$ cat src/rtl/itf_pkg.sv
package itf_pkg;
  localparam int unsigned MagW  = 64;
  localparam int unsigned CharW = 8;
  localparam int unsigned RegW  = 8;
  localparam int unsigned IdxW  = 3;
  localparam int unsigned CntW  = 7;

  // register indexes
  localparam logic [IdxW-1:0] RegBase   = 3'd0;
  localparam logic [IdxW-1:0] RegUpper  = 3'd1;
  localparam logic [IdxW-1:0] RegOmit   = 3'd2;
  localparam logic [IdxW-1:0] RegSign   = 3'd3;
  localparam logic [IdxW-1:0] RegLeft   = 3'd4;
  localparam logic [IdxW-1:0] RegMinDig = 3'd5;
  localparam logic [IdxW-1:0] RegWidth  = 3'd6;
  localparam logic [IdxW-1:0] RegFill   = 3'd7;

  localparam logic [1:0] BaseDec = 2'd0;
  localparam logic [1:0] BaseHex = 2'd1;
  localparam logic [1:0] BaseOct = 2'd2;
  localparam logic [1:0] BaseBin = 2'd3;

  localparam logic [1:0] SignNone  = 2'd0;
  localparam logic [1:0] SignPlus  = 2'd1;
  localparam logic [1:0] SignBlank = 2'd2;

  typedef struct packed {
    logic [1:0]      base;
    logic            upper;
    logic            omit;
    logic [1:0]      sign;
    logic            left;
    logic [CntW-1:0] min_dig;
    logic [CntW-1:0] width;
    logic [7:0]      fill;
  } cfg_t;

  function automatic logic [CharW-1:0] digit_char(input logic [3:0] d, input logic up);
    if (d < 4'd10) return 8'h30 + {4'h0, d};
    return (up ? 8'h37 : 8'h57) + {4'h0, d};
  endfunction
endpackage

$ cat src/rtl/itf_if.sv
interface itf_in_if;
  logic                    valid;
  logic                    ready;
  logic [itf_pkg::MagW-1:0] magnitude;
  logic                    is_negative;
  modport source (output valid, magnitude, is_negative, input ready);
  modport sink   (input valid, magnitude, is_negative, output ready);
endinterface

interface itf_out_if;
  logic                     valid;
  logic                     ready;
  logic [itf_pkg::CharW-1:0] character;
  logic                     last;
  logic                     truncated;
  modport source (output valid, character, last, truncated, input ready);
  modport sink   (input valid, character, last, truncated, output ready);
endinterface

$ cat src/rtl/itf_digit_conv.sv
// Bit-serial digit conversion. Decimal: double-dabble into 20 BCD
// digits. Other bases: value loaded as is into the digit shift register.
// Then leading zero digits are shifted out one per cycle (at least one digit kept).
// The most significant digit sits at the top; the emitter shifts one digit out per
// digit character.
module itf_digit_conv (
  input  logic                     clk_i,
  input  logic                     rst_ni,
  input  logic                     start_i,
  input  logic [itf_pkg::MagW-1:0] mag_i,
  input  logic [1:0]               base_i,
  input  logic                     shift_i,
  output logic                     done_o,
  output logic [3:0]               dig_o,
  output logic [itf_pkg::CntW-1:0] nd_o
);
  import itf_pkg::*;

  localparam logic [1:0] PhIdle   = 2'd0;
  localparam logic [1:0] PhDabble = 2'd1;
  localparam logic [1:0] PhNorm   = 2'd2;

  // digit positions held for each base
  localparam logic [CntW-1:0] NdDec = 7'd20;
  localparam logic [CntW-1:0] NdHex = 7'd16;
  localparam logic [CntW-1:0] NdOct = 7'd22;
  localparam logic [CntW-1:0] NdBin = 7'd64;

  logic [1:0]      ph_q, ph_d;
  logic [CntW-1:0] cnt_q, cnt_d;
  logic [MagW-1:0] sh_q, sh_d;
  logic [79:0]     val_q, val_d;
  logic [79:0]     adj;
  logic [79:0]     val_sh;
  logic [3:0]      dig_top;
  logic            done_q, done_d;

  // add-3 correction on every BCD digit
  always_comb begin
    for (int k = 0; k < 20; k++) begin
      adj[k*4 +: 4] = (val_q[k*4 +: 4] > 4'd4) ? val_q[k*4 +: 4] + 4'd3 : val_q[k*4 +: 4];
    end
  end

  // top digit and one-digit shift for the selected base
  always_comb begin
    unique case (base_i)
      BaseOct: begin
        dig_top = {1'b0, val_q[79:77]};
        val_sh  = {val_q[76:0], 3'b000};
      end
      BaseBin: begin
        dig_top = {3'b000, val_q[79]};
        val_sh  = {val_q[78:0], 1'b0};
      end
      BaseDec, BaseHex: begin
        dig_top = val_q[79:76];
        val_sh  = {val_q[75:0], 4'h0};
      end
    endcase
  end

  always_comb begin
    ph_d = ph_q; cnt_d = cnt_q; sh_d = sh_q; val_d = val_q; done_d = 1'b0;
    if (start_i) begin
      unique case (base_i)
        BaseDec: begin
          val_d = '0; sh_d = mag_i; cnt_d = '0; ph_d = PhDabble;
        end
        BaseHex: begin
          val_d = {mag_i, 16'h0}; cnt_d = NdHex; ph_d = PhNorm;
        end
        BaseOct: begin
          val_d = {2'b00, mag_i, 14'h0}; cnt_d = NdOct; ph_d = PhNorm;
        end
        BaseBin: begin
          val_d = {mag_i, 16'h0}; cnt_d = NdBin; ph_d = PhNorm;
        end
      endcase
    end else begin
      unique case (ph_q)
        PhDabble: begin
          // one value bit per cycle into the BCD register
          val_d = {adj[78:0], sh_q[MagW-1]};
          sh_d  = {sh_q[MagW-2:0], 1'b0};
          if (cnt_q == 7'd63) begin
            ph_d = PhNorm; cnt_d = NdDec;
          end else begin
            cnt_d = cnt_q + 7'd1;
          end
        end
        PhNorm: begin
          // drop one leading zero digit per cycle
          if (dig_top == 4'd0 && cnt_q > 7'd1) begin
            val_d = val_sh; cnt_d = cnt_q - 7'd1;
          end else begin
            ph_d = PhIdle; done_d = 1'b1;
          end
        end
        default: begin
          if (shift_i) val_d = val_sh;
        end
      endcase
    end
  end

  always_ff @(posedge clk_i or negedge rst_ni) begin
    if (!rst_ni) begin
      ph_q <= PhIdle; cnt_q <= '0; done_q <= 1'b0; sh_q <= '0; val_q <= '0;
    end else begin
      ph_q <= ph_d; cnt_q <= cnt_d; done_q <= done_d; sh_q <= sh_d; val_q <= val_d;
    end
  end

  assign done_o = done_q;
  assign dig_o  = dig_top;
  assign nd_o   = cnt_q;
endmodule

$ cat src/rtl/itf_emitter.sv
// Character sequencer: walks fill, sign, prefix, zeros, digits, fill, one per transaction.
module itf_emitter #(
  parameter int unsigned MAX_CHARS = 64
) (
  input  logic                     clk_i,
  input  logic                     rst_ni,
  input  logic                     start_i,
  input  itf_pkg::cfg_t            cfg_i,
  input  logic                     neg_i,
  input  logic [3:0]               dig_i,
  input  logic [itf_pkg::CntW-1:0] nd_i,
  output logic                     shift_o,
  output logic                     busy_o,
  itf_out_if.source                out
);
  import itf_pkg::*;

  localparam logic [3:0] SIdle  = 4'd0;
  localparam logic [3:0] SSetup = 4'd1;
  localparam logic [3:0] SFillL = 4'd2;
  localparam logic [3:0] SSign  = 4'd3;
  localparam logic [3:0] SPre0  = 4'd4;
  localparam logic [3:0] SPreL  = 4'd5;
  localparam logic [3:0] SZero  = 4'd6;
  localparam logic [3:0] SDig   = 4'd7;
  localparam logic [3:0] SFillR = 4'd8;
  localparam logic [7:0] CapLen = 8'(MAX_CHARS);

  logic [3:0]      seg_q, seg_d;
  logic [7:0]      cnt_q, cnt_d, rem_q, rem_d;
  logic [7:0]      nbody_q, nbody_d, nfill_q, nfill_d;
  logic [CntW-1:0] nzero_q, nzero_d;
  logic            nsign_q, nsign_d, npre_q, npre_d, trunc_q, trunc_d;
  logic            nsign_c, npre_c;
  logic [CntW-1:0] nmax;
  logic [7:0]      ntext, fill_len, seg_len;
  logic [3:0]      after_pre, after_sign, after_fill, tgt;
  logic            chr_act, fire;
  logic [7:0]      ch, fillc;

  // text section sizes
  always_comb begin
    nsign_c = neg_i || cfg_i.sign == SignPlus || cfg_i.sign == SignBlank;
    npre_c  = (cfg_i.base != BaseDec) && !cfg_i.omit;
    nmax    = (cfg_i.min_dig > nd_i) ? cfg_i.min_dig : nd_i;
    ntext   = ({1'b0, cfg_i.width} > nbody_q) ? {1'b0, cfg_i.width} : nbody_q;
  end

  // next non-empty section and its length
  always_comb begin
    after_pre  = (nzero_q != '0) ? SZero : SDig;
    after_sign = npre_q ? SPre0 : after_pre;
    after_fill = nsign_q ? SSign : after_sign;
    fill_len   = (seg_q == SSetup) ? ntext - nbody_q : nfill_q;
    unique case (seg_q)
      SSetup:  tgt = (!cfg_i.left && fill_len != 8'd0) ? SFillL : after_fill;
      SFillL:  tgt = after_fill;
      SSign:   tgt = after_sign;
      SPre0:   tgt = SPreL;
      SPreL:   tgt = after_pre;
      SZero:   tgt = SDig;
      SDig:    tgt = SFillR;
      default: tgt = SIdle;
    endcase
    unique case (tgt)
      SFillL, SFillR: seg_len = fill_len;
      SZero:          seg_len = {1'b0, nzero_q};
      SDig:           seg_len = {1'b0, nd_i};
      default:        seg_len = 8'd1;
    endcase
  end

  assign chr_act = (seg_q != SIdle) && (seg_q != SSetup);
  assign fire    = chr_act && out.ready;

  always_comb begin
    seg_d = seg_q; cnt_d = cnt_q; rem_d = rem_q; nbody_d = nbody_q; nfill_d = nfill_q;
    nzero_d = nzero_q; nsign_d = nsign_q; npre_d = npre_q; trunc_d = trunc_q;
    unique case (seg_q)
      SIdle: begin
        if (start_i) begin
          nbody_d = {1'b0, nmax} + {7'd0, nsign_c} + (npre_c ? 8'd2 : 8'd0);
          nzero_d = nmax - nd_i;
          nsign_d = nsign_c;
          npre_d  = npre_c;
          seg_d   = SSetup;
        end
      end
      SSetup: begin
        nfill_d = fill_len;
        trunc_d = ntext > CapLen;
        rem_d   = (ntext > CapLen) ? CapLen : ntext;
        seg_d   = tgt;
        cnt_d   = seg_len;
      end
      default: begin
        if (fire) begin
          rem_d = rem_q - 8'd1;
          if (rem_q == 8'd1) begin
            seg_d = SIdle;
          end else if (cnt_q == 8'd1) begin
            seg_d = tgt; cnt_d = seg_len;
          end else begin
            cnt_d = cnt_q - 8'd1;
          end
        end
      end
    endcase
  end

  // character of the current section
  always_comb begin
    fillc = (cfg_i.fill == 8'd0) ? 8'h20 : cfg_i.fill;
    unique case (seg_q)
      SFillL, SFillR: ch = fillc;
      SSign:          ch = neg_i ? 8'h2d : ((cfg_i.sign == SignPlus) ? 8'h2b : 8'h20);
      SPre0, SZero:   ch = 8'h30;
      SPreL: begin
        unique case (cfg_i.base)
          BaseHex: ch = cfg_i.upper ? 8'h58 : 8'h78;
          BaseOct: ch = cfg_i.upper ? 8'h4f : 8'h6f;
          default: ch = cfg_i.upper ? 8'h42 : 8'h62;
        endcase
      end
      SDig:           ch = digit_char(dig_i, cfg_i.upper);
      default:        ch = 8'h00;
    endcase
  end

  always_ff @(posedge clk_i or negedge rst_ni) begin
    if (!rst_ni) begin
      seg_q <= SIdle; cnt_q <= '0; rem_q <= '0; nbody_q <= '0; nfill_q <= '0;
      nzero_q <= '0; nsign_q <= 1'b0; npre_q <= 1'b0; trunc_q <= 1'b0;
    end else begin
      seg_q <= seg_d; cnt_q <= cnt_d; rem_q <= rem_d; nbody_q <= nbody_d; nfill_q <= nfill_d;
      nzero_q <= nzero_d; nsign_q <= nsign_d; npre_q <= npre_d; trunc_q <= trunc_d;
    end
  end

  assign shift_o       = fire && (seg_q == SDig);
  assign busy_o        = (seg_q != SIdle);
  assign out.valid     = chr_act;
  assign out.character = ch;
  assign out.last      = (rem_q == 8'd1);
  assign out.truncated = (rem_q == 8'd1) && trunc_q;
endmodule

$ cat src/rtl/integer_to_text_formatter_unit.sv
// Channel  | Dir | Payload
// in_if    | in  | magnitude[63:0], is_negative
// out_if   | out | character[7:0], last, truncated
// cfg      | in  | cfg_we_i, cfg_idx_i[2:0], cfg_data_i[7:0]
// One item: decimal runs double-dabble first; every base then drops one leading
// zero digit per cycle (up to 19 dec, 15 hex, 21 oct, 63 bin), then done hand-over
// and set-up, then one character per unstalled cycle, 1 to MAX_CHARS characters.
// Next item accepted the cycle after the last character. Output stalls hold the
// sequencer. Reset restores register defaults.
module integer_to_text_formatter_unit #(
  parameter int unsigned MAX_CHARS = 64
) (
  input  logic                       clk_i,
  input  logic                       rst_ni,
  input  logic                       cfg_we_i,
  input  logic [itf_pkg::IdxW-1:0]   cfg_idx_i,
  input  logic [itf_pkg::RegW-1:0]   cfg_data_i,
  itf_in_if.sink                     in_if,
  itf_out_if.source                  out_if
);
  import itf_pkg::*;

  cfg_t         cfg_q;
  logic         busy_q, neg_q;
  logic         conv_done, emit_busy, dig_shift, acc;
  logic [3:0]   dig;
  logic [CntW-1:0] nd;

  // configuration registers
  always_ff @(posedge clk_i or negedge rst_ni) begin
    if (!rst_ni) begin
      cfg_q <= '{base: 2'd0, upper: 1'b0, omit: 1'b0, sign: 2'd0, left: 1'b0,
                 min_dig: 7'd0, width: 7'd0, fill: 8'd32};
    end else if (cfg_we_i) begin
      unique case (cfg_idx_i)
        RegBase:   cfg_q.base    <= cfg_data_i[1:0];
        RegUpper:  cfg_q.upper   <= cfg_data_i[0];
        RegOmit:   cfg_q.omit    <= cfg_data_i[0];
        RegSign:   cfg_q.sign    <= cfg_data_i[1:0];
        RegLeft:   cfg_q.left    <= cfg_data_i[0];
        RegMinDig: cfg_q.min_dig <= cfg_data_i[6:0];
        RegWidth:  cfg_q.width   <= cfg_data_i[6:0];
        default:   cfg_q.fill    <= cfg_data_i;
      endcase
    end
  end

  assign in_if.ready = !busy_q;
  assign acc = in_if.valid && in_if.ready;

  always_ff @(posedge clk_i or negedge rst_ni) begin
    if (!rst_ni) busy_q <= 1'b0;
    else if (acc) busy_q <= 1'b1;
    else if (emit_busy && out_if.valid && out_if.ready && out_if.last) busy_q <= 1'b0;
  end

  always_ff @(posedge clk_i) if (acc) neg_q <= in_if.is_negative;

  itf_digit_conv u_conv (
    .clk_i, .rst_ni, .start_i(acc), .mag_i(in_if.magnitude), .base_i(cfg_q.base),
    .shift_i(dig_shift), .done_o(conv_done), .dig_o(dig), .nd_o(nd)
  );

  itf_emitter #(.MAX_CHARS(MAX_CHARS)) u_emit (
    .clk_i, .rst_ni, .start_i(conv_done), .cfg_i(cfg_q), .neg_i(neg_q),
    .dig_i(dig), .nd_i(nd), .shift_o(dig_shift), .busy_o(emit_busy), .out(out_if)
  );

  a_no_out_idle: assert property (@(posedge clk_i) disable iff (!rst_ni)
    out_if.valid |-> busy_q) else $error("output while idle");
  a_trunc_last: assert property (@(posedge clk_i) disable iff (!rst_ni)
    out_if.truncated |-> out_if.last) else $error("truncated off last");
  a_no_acc_busy: assert property (@(posedge clk_i) disable iff (!rst_ni)
    emit_busy |-> !in_if.ready) else $error("accept during emit");
  a_out_held: assert property (@(posedge clk_i) disable iff (!rst_ni)
    (out_if.valid && !out_if.ready) |=> (out_if.valid && $stable(out_if.character)))
    else $error("stalled character moved");
endmodule
$ cat src/flat_wrapper.sv
// flat-port wrapper written by rule: the top's interface ports become plain ports
module integer_to_text_formatter_unit_flat import itf_pkg::*;
#(
  parameter int unsigned MAX_CHARS = 64
)
  (clk_i, rst_ni, cfg_we_i, cfg_idx_i, cfg_data_i, in_if_valid, in_if_magnitude, in_if_is_negative, in_if_ready, out_if_valid, out_if_character, out_if_last, out_if_truncated, out_if_ready);
  itf_in_if in_if_i ();
  itf_out_if out_if_i ();
  input  logic clk_i;
  input  logic rst_ni;
  input  logic cfg_we_i;
  input  logic [itf_pkg::IdxW-1:0] cfg_idx_i;
  input  logic [itf_pkg::RegW-1:0] cfg_data_i;
  input wire logic [$bits(in_if_i.valid)-1:0] in_if_valid;
  input wire logic [$bits(in_if_i.magnitude)-1:0] in_if_magnitude;
  input wire logic [$bits(in_if_i.is_negative)-1:0] in_if_is_negative;
  output wire logic [$bits(in_if_i.ready)-1:0] in_if_ready;
  output wire logic [$bits(out_if_i.valid)-1:0] out_if_valid;
  output wire logic [$bits(out_if_i.character)-1:0] out_if_character;
  output wire logic [$bits(out_if_i.last)-1:0] out_if_last;
  output wire logic [$bits(out_if_i.truncated)-1:0] out_if_truncated;
  input wire logic [$bits(out_if_i.ready)-1:0] out_if_ready;
  assign in_if_i.valid = in_if_valid;
  assign in_if_i.magnitude = in_if_magnitude;
  assign in_if_i.is_negative = in_if_is_negative;
  assign in_if_ready = in_if_i.ready;
  assign out_if_valid = out_if_i.valid;
  assign out_if_character = out_if_i.character;
  assign out_if_last = out_if_i.last;
  assign out_if_truncated = out_if_i.truncated;
  assign out_if_i.ready = out_if_ready;
  integer_to_text_formatter_unit #(.MAX_CHARS(MAX_CHARS)) u_core (.clk_i(clk_i), .rst_ni(rst_ni), .cfg_we_i(cfg_we_i), .cfg_idx_i(cfg_idx_i), .cfg_data_i(cfg_data_i), .in_if(in_if_i), .out_if(out_if_i));
endmodule
$ cat config.mk
export PLATFORM = sky130hd
export DESIGN_NAME = integer_to_text_formatter_unit_flat
export DESIGN_NICKNAME = d
export VERILOG_FILES = /design/src/rtl/itf_pkg.sv /design/src/rtl/itf_if.sv /design/src/rtl/itf_digit_conv.sv /design/src/rtl/itf_emitter.sv /design/src/rtl/integer_to_text_formatter_unit.sv /design/src/flat_wrapper.sv
export SDC_FILE = /design/constraint.sdc
export NUM_CORES = 1
export LEC_CHECK = 0
export BUFFER_PORTS_ARGS = -buffer_cell sky130_fd_sc_hd__clkbuf_2
export CAP_MARGIN = 20
export CORE_ASPECT_RATIO = 1.25
export CORE_UTILIZATION = 60
export DETAILED_ROUTE_END_ITERATION = 7
export PLACE_DENSITY = 0.83
export SYNTH_ARGS = -nofsm -noshare
export SYNTH_HDL_FRONTEND = slang
export SYNTH_SLANG_ARGS = --single-unit
$ cat constraint.sdc
create_clock -name clk_i -period 12.9 [get_ports clk_i]
set_input_delay 1.29 -clock clk_i [delete_from_list [all_inputs] [get_ports clk_i]]
set_output_delay 1.29 -clock clk_i [all_outputs]
set_load 0.1 [all_outputs]
==> results of run 1 <==
==> cells by family after synthesis <==
family | count (synthesis) | synth area share (%)
adder cells (fa/ha/maj) | 86 | 6.552
XOR/XNOR | 39 | 2.037
buffers and inverters | 271 | 6.291
AND/OR/NAND/NOR | 531 | 13.99
flip-flops | 231 | 34.51
multiplexers | 112 | 6.955
AO/OA/AOI/OAI | 795 | 29.66
==> worst min-delay path: stages, from the launching register on <==
cell and delay [ns]:
sky130_fd_sc_hd__dfrtp_1 0.34, sky130_fd_sc_hd__nand2_1 0.05, sky130_fd_sc_hd__nand2_1 0.05
==> power groups by stage <==
stage / clock network (W) / registers, W / logic, W
final: 0.000826 / 0.00145 / 0.00287
after global routing: 0.000866 / 0.00148 / 0.00322
after CTS: 0.000835 / 0.00143 / 0.00284
after detailed placement: 0 / 0.00143 / 0.00281
after global placement: 0 / 0.00142 / 0.00272
after floorplan: 0 / 0.00125 / 0.00234
==> metal layers <==
metal | routed length [um] | GRT usage (%) | up-vias | share of wire, %
met3 | 3871 | 4.578 | 150 | 8.2
met2 | 23210 | 55.78 | 806 | 49
met4 | 1841 | 13.94 | 0 | 3.9
li1 | - | - | 7513 | -
met5 | 0 | 0 | - | 0
met1 | 18480 | 43.07 | 7654 | 39
==> cell usage after synthesis (all sizes together), types with 5 or more instances <==
master	instances	area (um^2)
a2111oi	16	140.1
a211oi	8	60.06
a21o	14	105.1
a21oi	222	1115
a221oi	40	356.6
a22oi	104	780.8
a31oi	11	68.82
a32o	6	60.06
a32oi	8	70.07
a41oi	5	51.30
and2	12	75.08
buf	21	116.4
clkbuf	145	544.3
dfrtp	229	5731
ha	83	1039
inv	105	394.1
mux2	36	405.4
mux2i	76	760.7
nand2	180	675.7
nand2b	8	50.05
nand3	32	160.2
nand4	8	50.05
nor2	194	735.7
nor2b	12	75.07
nor3	46	230.2
nor3b	6	45.04
nor4	6	37.54
o211ai	8	60.06
o21a	19	142.6
o21ai	223	1116
o221ai	11	96.34
o22ai	56	350.3
o311ai	8	70.07
o31ai	9	67.56
or2	6	37.54
or3	5	31.28
xnor2	31	271.5
xor2	8	70.07
==> stage by stage <==
step / hold slack [ns] / area (um^2) / utilization, %
finish: 0.4727 / 18160 / 65.89
global route: 0.5070 / 18160 / 65.89
CTS: 0.4766 / 18160 / 65.86
floorplan: 0.4452 / 16770 / -
detailed placement: 0.4616 / 17200 / 62.40
global placement: 0.4599 / 17200 / 62.40
==> how the worst max path moves through the flow <==
stage	start	endpoint	slack, ns	cells after the start
global route	u_core.u_emit.nbody_q[1]$_DFFE_PN0P_	u_core.u_emit.cnt_q[3]$_DFFE_PN0P_	7.42	19
floorplan	u_core.cfg_q[27]$_DFFE_PN0P_	out_if_character[4]	6.82	13
CTS	u_core.cfg_q[27]$_DFFE_PN0P_	out_if_character[6]	7.79	11
detailed placement	u_core.u_emit.nbody_q[1]$_DFFE_PN0P_	u_core.u_emit.cnt_q[3]$_DFFE_PN0P_	7.98	19
finish	u_core.cfg_q[27]$_DFFE_PN0P_	out_if_character[2]	7.74	11
global placement	u_core.u_emit.nbody_q[1]$_DFFE_PN0P_	u_core.u_emit.cnt_q[3]$_DFFE_PN0P_	8.11	18
==> sequential cells by signal, summed over array words and instances (netlist names) <==
| signal | flops |
|---|---|
| u_core.busy_q | 1 |
| u_core.cfg_q | 29 |
| u_core.neg_q | 1 |
| u_core.u_conv.done_o | 1 |
| u_core.u_conv.nd_o | 7 |
| u_core.u_conv.ph_q | 2 |
| u_core.u_conv.sh_q | 64 |
| u_core.u_conv.val_q | 80 |
| u_core.u_emit.cnt_q | 8 |
| u_core.u_emit.nbody_q | 8 |
| u_core.u_emit.nfill_q | 8 |
| u_core.u_emit.npre_q | 1 |
| u_core.u_emit.nsign_q | 1 |
| u_core.u_emit.nzero_q | 7 |
| u_core.u_emit.rem_q | 8 |
| u_core.u_emit.seg_q | 4 |
| u_core.u_emit.trunc_q | 1 |
==> cell type report <==
cell class | count | area share [%]
multi-input cells | 1563 | 54.90
diodes | 3 | 0.04133
clock inverters | 11 | 1.019
clock buffers | 36 | 4.236
inverters | 105 | 2.197
well taps | 350 | 2.411
repair buffers | 110 | 3.334
flip-flops and latches | 231 | 31.86
==> summary.md, run 1 <==
| Metric | Value |
|---|---|
| Total standard cell area after synthesis | 16770 um^2 |
| Core region area | 27570 um^2 |
| Horizontal die dimension | 151.5 um |
| Estimated wirelength of the detail-placed design | 31300 um |
| Count of routing violations after the opening detailed-route iteration | 1577 |
| Most used DFF post-synth | sky130_fd_sc_hd__dfrtp_1 |
| Total leakage power | 7.564 nW |
| Critical path class | reg2out |
| Source-to-sink clock delay at the later pin of the worst-skew pair | 0.54 ns |
| P per Cell Area | 283.3 nW/um^2 |
| Std cell rows | 68 |
| Clock root cell | sky130_fd_sc_hd__clkbuf_16 |
| # DRC | 0 |
| Internal | 0.002649 W |
| Largest net degree at the start of global routing | 112 |
| Worst voltage drop across the vdd grid | 0.1724 mV |
| Syn Inst Count | 2065 |
| Average routed wire per standard cell | 19.67 um |
| Worst reg2reg setup slack | 7.92 ns |
| Count of different cell masters after synthesis | 72 |
| Final number of setup-violating endpoints | 0 |
| Final Max Slew Viols | 0 |
| NetSw | 0.002496 W |
| Area enclosed by the die boundary | 28620 um^2 |
| Sink of the worst hold path | u_core.busy_q$_DFFE_PN0P_ |
| Post-CTS sizing | 0 |
| Multi-input gate area | 9972 um^2 |
| Worst path cell trace | buf_4 > inv_1 > ha_1 > or2_2 > a22oi_1 > nor2_1 > a21oi_1 > ha_1 > a31oi_1 > o2111ai_1 > clkbuf_2 |
| Delay of the slowest critical-path stage | 0.50 ns |
| Sw Share | 48.51% |
| Startpoint of the worst-slack reg-to-reg timing path | u_core.u_emit.nbody_q[1]$_DFFE_PN0P_ |
| Vertical extent of the die | 188.9 um |
| Final worst path period need | 5.157 ns |
| Setup slack after placement | 7.980 ns |
| Total negative setup slack | 0 ns |
| Number of buffers added by the clock tree synthesis step | 26 |
| Final cell count without fillers | 2409 |
| I/O pin total | 93 |
| Remaining number of nets flagged by the antenna check after routing | 0 |
| Part of the power in the clock network | 16.0% |
| Most used cell, CP | sky130_fd_sc_hd__ha_1 |
| Slew at the pin closest to its max-slew limit | 1.112 ns |
| Area overhead of the layout relative to synthesis | 8.336% |
| RSZ-0062 raised after global routing | false |
| Worst slew margin relative to its limit | 25.84% |
| First-pass DRT Iterations | 6 |
| Gr usage total | 33.38% |
| Sequential cell area in the final layout | 5787 um^2 |
| Endpoint kind of the worst setup timing path | primary output |
| Synthesized area divided by synthesized cell count | 8.119 um^2 |
| Final hold viol count | 0 |
| Min-delay src | u_core.busy_q$_DFFE_PN0P_ |
| Cell family with most CP delay | buffers and inverters |
| Detailed-route via count | 16123 |
| Flip-flop and latch count after synthesis | 231 |
| Layout cells sized above 1 | 10.36% |
| H-tree depth | 1 |
| Power after layout | 0.005145 W |
| Most common library cell in the layout ignoring fill and taps | sky130_fd_sc_hd__dfrtp_1 |
| Postcts setup bufs | 0 |
| Nets | 2204 |
| Buffers and inverters on the worst path | 3 |
| Hold_buf cts | 0 |
| Top library cells by usage in the layout, fill and taps aside | sky130_fd_sc_hd__dfrtp_1, sky130_fd_sc_hd__o21ai_0, sky130_fd_sc_hd__a21oi_1 |
| Global-route wire length before repair | 77300 um |
| Placed cells | 2359 |
| Worst-path cell with the longest stage delay | sky130_fd_sc_hd__clkbuf_2 |
| Sequential-to-total area share from yosys stat | 34.51% |
| Number of I/O port buffers | 92 |
| Number of antenna violations at the first check in global routing | 3 |
| Final Routed Wirelength | 47400 um |
| Critical path data required time | 11.61 ns |
| Share of synthesized registers carrying an async set or reset | 99.57% |
| Clock slew at reported path FFs | 0.06 ns |
| Starting density of the core | 60.82% |
| Final critical-path share of the clock period | 39.98% |
| Logic gate share of total power | 55.9% |
| Final-layout fill cell count | 2256 |
| Via count of the first global-routing pass | 15224 |
| Endpoint of the worst register-to-register path | u_core.u_emit.cnt_q[3]$_DFFE_PN0P_ |
| Clock Skews | 0.01423 ns |
| Count of flip-flops with a built-in enable after synthesis | 1 |
| Per-cell via count in the routed design | 6.693 |
| CP Data Arrival Time | 3.87 ns |
| Number of buffers on the longest clock path | 3 |
| Hold Path Stages | 2 |
| Worst Setup Slack, final | 7.743 ns |
| Cells on worst reg2reg path | 19 |
| Clock sinks | 231 |
| Sort of element at the start of the critical path | register |
| Status | finished, final reports clean |
| Hold/Removal Path Class | reg2reg |
| Nets in the synthesized netlist | 2232 |
| Fmax | 193.9 MHz |
| Worst-path fanout max | 48 |
| Sequential share of power | 28.1% |
| Congestion Overflow GR | 0 |
| Yosys warnings | 0 |
| Reported max-cap violation count | 0 |
| TritonCTS clock tree | yes |
| GP Congestion | 0.9920 |
(Power assumes the default switching activity.)
==> run 2: changes to the inputs <==
==> constraint.sdc (replaced) <==
create_clock -name clk_i -period 5.1 [get_ports clk_i]
set_input_delay 0.51 -clock clk_i [delete_from_list [all_inputs] [get_ports clk_i]]
set_output_delay 0.51 -clock clk_i [all_outputs]
set_load 0.1 [all_outputs]
==> run 2 against run 1 <==
  * Critical path depth is 7 higher
  * Core utilization grew 0.35 points
  * Global-route usage up 0.43 points
  * Combinational power grew to 2.6 times the previous value
  * Critical endpoint is now u_core.u_emit.cnt_q[3]$_DFFE_PN0P_
==> summary.md, run 2 (synthesis results as in run 1) <==
| Metric | Value |
|---|---|
| Status | finished, final reports clean |
| Sort of element at the start of the critical path | register |
| Layout cells sized above 1 | 10.64% |
| Worst-path fanout max | 10 |
| I/O pin total | 93 |
| Placed cells | 2360 |
| Worst slack on hold paths | 0.004852 ns |
| Endpoint kind of the worst setup timing path | register |
| RSZ-0062 raised after global routing | false |
| Power after layout | 0.01304 W |
| Final critical-path share of the clock period | 92.87% |
| GP Congestion | 0.9811 |
| Global-route wire length before repair | 78120 um |
| Nets | 2206 |
| Area enclosed by the die boundary | 28620 um^2 |
| Horizontal die dimension | 151.5 um |
| Clock sinks | 231 |
| Number of I/O port buffers | 92 |
| First-pass DRT Iterations | 8 |
| Final Routed Wirelength | 48170 um |
| Multi-input gate area | 9992 um^2 |
| Area overhead of the layout relative to synthesis | 8.910% |
| Via count of the first global-routing pass | 15493 |
| Hold/Removal Path Class | in2async |
| Worst voltage drop across the vdd grid | 0.3796 mV |
| Biggest register | u_core.u_conv.val_q |
| Worst slew margin relative to its limit | 25.96% |
| Per-cell via count in the routed design | 6.717 |
| Std cell rows | 68 |
| Final hold viol count | 0 |
| Number of antenna violations at the first check in global routing | 6 |
| Total leakage power | 7.572 nW |
| TritonCTS clock tree | yes |
| Detail Route met3 WL | 3328 um |
| Fmax | 211.1 MHz |
| Final-layout fill cell count | 2245 |
| Vertical extent of the die | 188.9 um |
| Clock root cell | sky130_fd_sc_hd__clkbuf_16 |
| Max FFs per register | 80 |
| Total negative setup slack | 0 ns |
| Final cell count without fillers | 2415 |
| Routed met1 length | 19150 um |
| # DRC | 0 |
| Top library cells by usage in the layout, fill and taps aside | sky130_fd_sc_hd__dfrtp_1, sky130_fd_sc_hd__o21ai_0, sky130_fd_sc_hd__a21oi_1 |
| Starting density of the core | 60.82% |
| Final Max Slew Viols | 0 |
| Top metal layer carrying routed signals | met4 |
| Detailed-route via count | 16222 |
| Worst reg2reg setup slack | 0.36 ns |
| Clock slew at reported path FFs | 0.07 ns |
| Reported max-cap violation count | 0 |
| Slew at the pin closest to its max-slew limit | 1.111 ns |
| Most common library cell in the layout ignoring fill and taps | sky130_fd_sc_hd__dfrtp_1 |
| Estimated wirelength of the detail-placed design | 32070 um |
| Largest net degree at the start of global routing | 134 |
| Final worst path period need | 4.736 ns |
| Postcts setup bufs | 0 |
| Critical path class | reg2reg |
| Congestion Overflow GR | 0 |
| Hold_buf cts | 0 |
| Core region area | 27570 um^2 |
| Source-to-sink clock delay at the later pin of the worst-skew pair | 0.55 ns |
| Remaining number of nets flagged by the antenna check after routing | 0 |
| Met2 Wirelength | 23460 um |
| Critical path data required time | 5.53 ns |
| CP Data Arrival Time | 5.17 ns |
| P per Cell Area | 714.1 nW/um^2 |
| Startpoint of the worst-slack reg-to-reg timing path | u_core.u_emit.nbody_q[1]$_DFFE_PN0P_ |
| H-tree depth | 1 |
| Cells on worst reg2reg path | 18 |
| Final number of setup-violating endpoints | 0 |
| Gr usage total | 33.82% |
| Endpoint of the worst register-to-register path | u_core.u_emit.cnt_q[3]$_DFFE_PN0P_ |
| Number of buffers added by the clock tree synthesis step | 26 |
| Share of the core filled with cells in the final layout | 66.24% |
| Count of routing violations after the opening detailed-route iteration | 1560 |
| Clock Skews | 0.01246 ns |
| Number of buffers on the longest clock path | 3 |
| Registers with the highest flip-flop counts | u_core.u_conv.val_q (80), u_core.u_conv.sh_q (64), u_core.cfg_q (29) |
| Sequential cell area in the final layout | 5787 um^2 |
| Average routed wire per standard cell | 19.95 um |
-- run 2: cell count changes in the layout (fill, tap and decap cells not counted), sizes merged --
cell and delta:
inv +1, bufinv -2, buf +9, clkbuf -10, diode +3, clkinv +5
-- run 2: repair_timing --
action                                  4_1_cts  5_1_grt
resized for setup                             0        4
hold endpoints to repair                      0        0
endpoints found under the setup margin        0        7
-- run 2: layout make-up --
cell class | count | area share, %
clock inverter | 15 | 0.9524
antenna | 6 | 0.08223
clock buffer | 33 | 3.817
timing repair buffer | 112 | 4.152
multi-input combinational | 1563 | 54.72
tap | 350 | 2.398
inverter | 105 | 2.186
sequential | 231 | 31.69
-- run 2: critical path: stages, from the launching register on --
cell and delay (ns):
sky130_fd_sc_hd__dfrtp_1 0.44, sky130_fd_sc_hd__inv_1 0.13, sky130_fd_sc_hd__ha_1 0.32, sky130_fd_sc_hd__nor2b_1 0.13, sky130_fd_sc_hd__o21a_1 0.16, sky130_fd_sc_hd__o21ai_0 0.20
sky130_fd_sc_hd__nand3b_1 0.13, sky130_fd_sc_hd__nand2_2 0.22, sky130_fd_sc_hd__mux2_2 0.40, sky130_fd_sc_hd__ha_1 0.33, sky130_fd_sc_hd__nor2b_1 0.17, sky130_fd_sc_hd__o31ai_1 0.26
sky130_fd_sc_hd__xor2_1 0.22, sky130_fd_sc_hd__o21ai_0 0.12, sky130_fd_sc_hd__a21oi_2 0.28, sky130_fd_sc_hd__a41oi_2 0.27, sky130_fd_sc_hd__buf_4 0.23, sky130_fd_sc_hd__and3b_1 0.25
sky130_fd_sc_hd__a221o_1 0.37
-- run 2: metal layers --
layer | GRT usage, % | vias to the layer above
met5 | 0 | -
met4 | 15.96 | 0
met3 | 4.434 | 165
met2 | 56.15 | 799
met1 | 43.33 | 7761
li1 | - | 7497
-- run 2: per-stage QoR --
| stage | area (um^2) | setup slack, ns |
|---|---|---|
| after floorplan | 16770 | 0.3802 |
| after global placement | 17330 | 0.4770 |
| after detailed placement | 17330 | 0.2691 |
| after CTS | 18200 | 0.2358 |
| after global routing | 18260 | 0.07109 |
| final | 18260 | 0.3635 |
-- run 2: power by group --
part	leakage (nW)	total (W)	internal [W]	switching [W]
Sequential	2.91	0.00365	0.00264	0.00101
Combinational	4.23	0.00745	0.00287	0.00458
Clock	0.426	0.00194	0.00113	0.000812
-- run 2: worst max-delay path by stage --
stage / from / to / slack [ns] / cells after the start
global route: u_core.u_emit.nbody_q[1]$_DFFE_PN0P_ / u_core.u_emit.cnt_q[2]$_DFFE_PN0P_ / 0.07 / 20
CTS: u_core.u_emit.nbody_q[1]$_DFFE_PN0P_ / u_core.u_emit.cnt_q[3]$_DFFE_PN0P_ / 0.24 / 19
detailed placement: u_core.u_emit.nbody_q[1]$_DFFE_PN0P_ / u_core.u_emit.cnt_q[3]$_DFFE_PN0P_ / 0.27 / 19
global placement: u_core.u_emit.nbody_q[1]$_DFFE_PN0P_ / u_core.u_emit.cnt_q[3]$_DFFE_PN0P_ / 0.48 / 19
finish: u_core.u_emit.nbody_q[1]$_DFFE_PN0P_ / u_core.u_emit.cnt_q[3]$_DFFE_PN0P_ / 0.36 / 18
floorplan: u_core.cfg_q[27]$_DFFE_PN0P_ / out_if_character[2] / 0.38 / 13
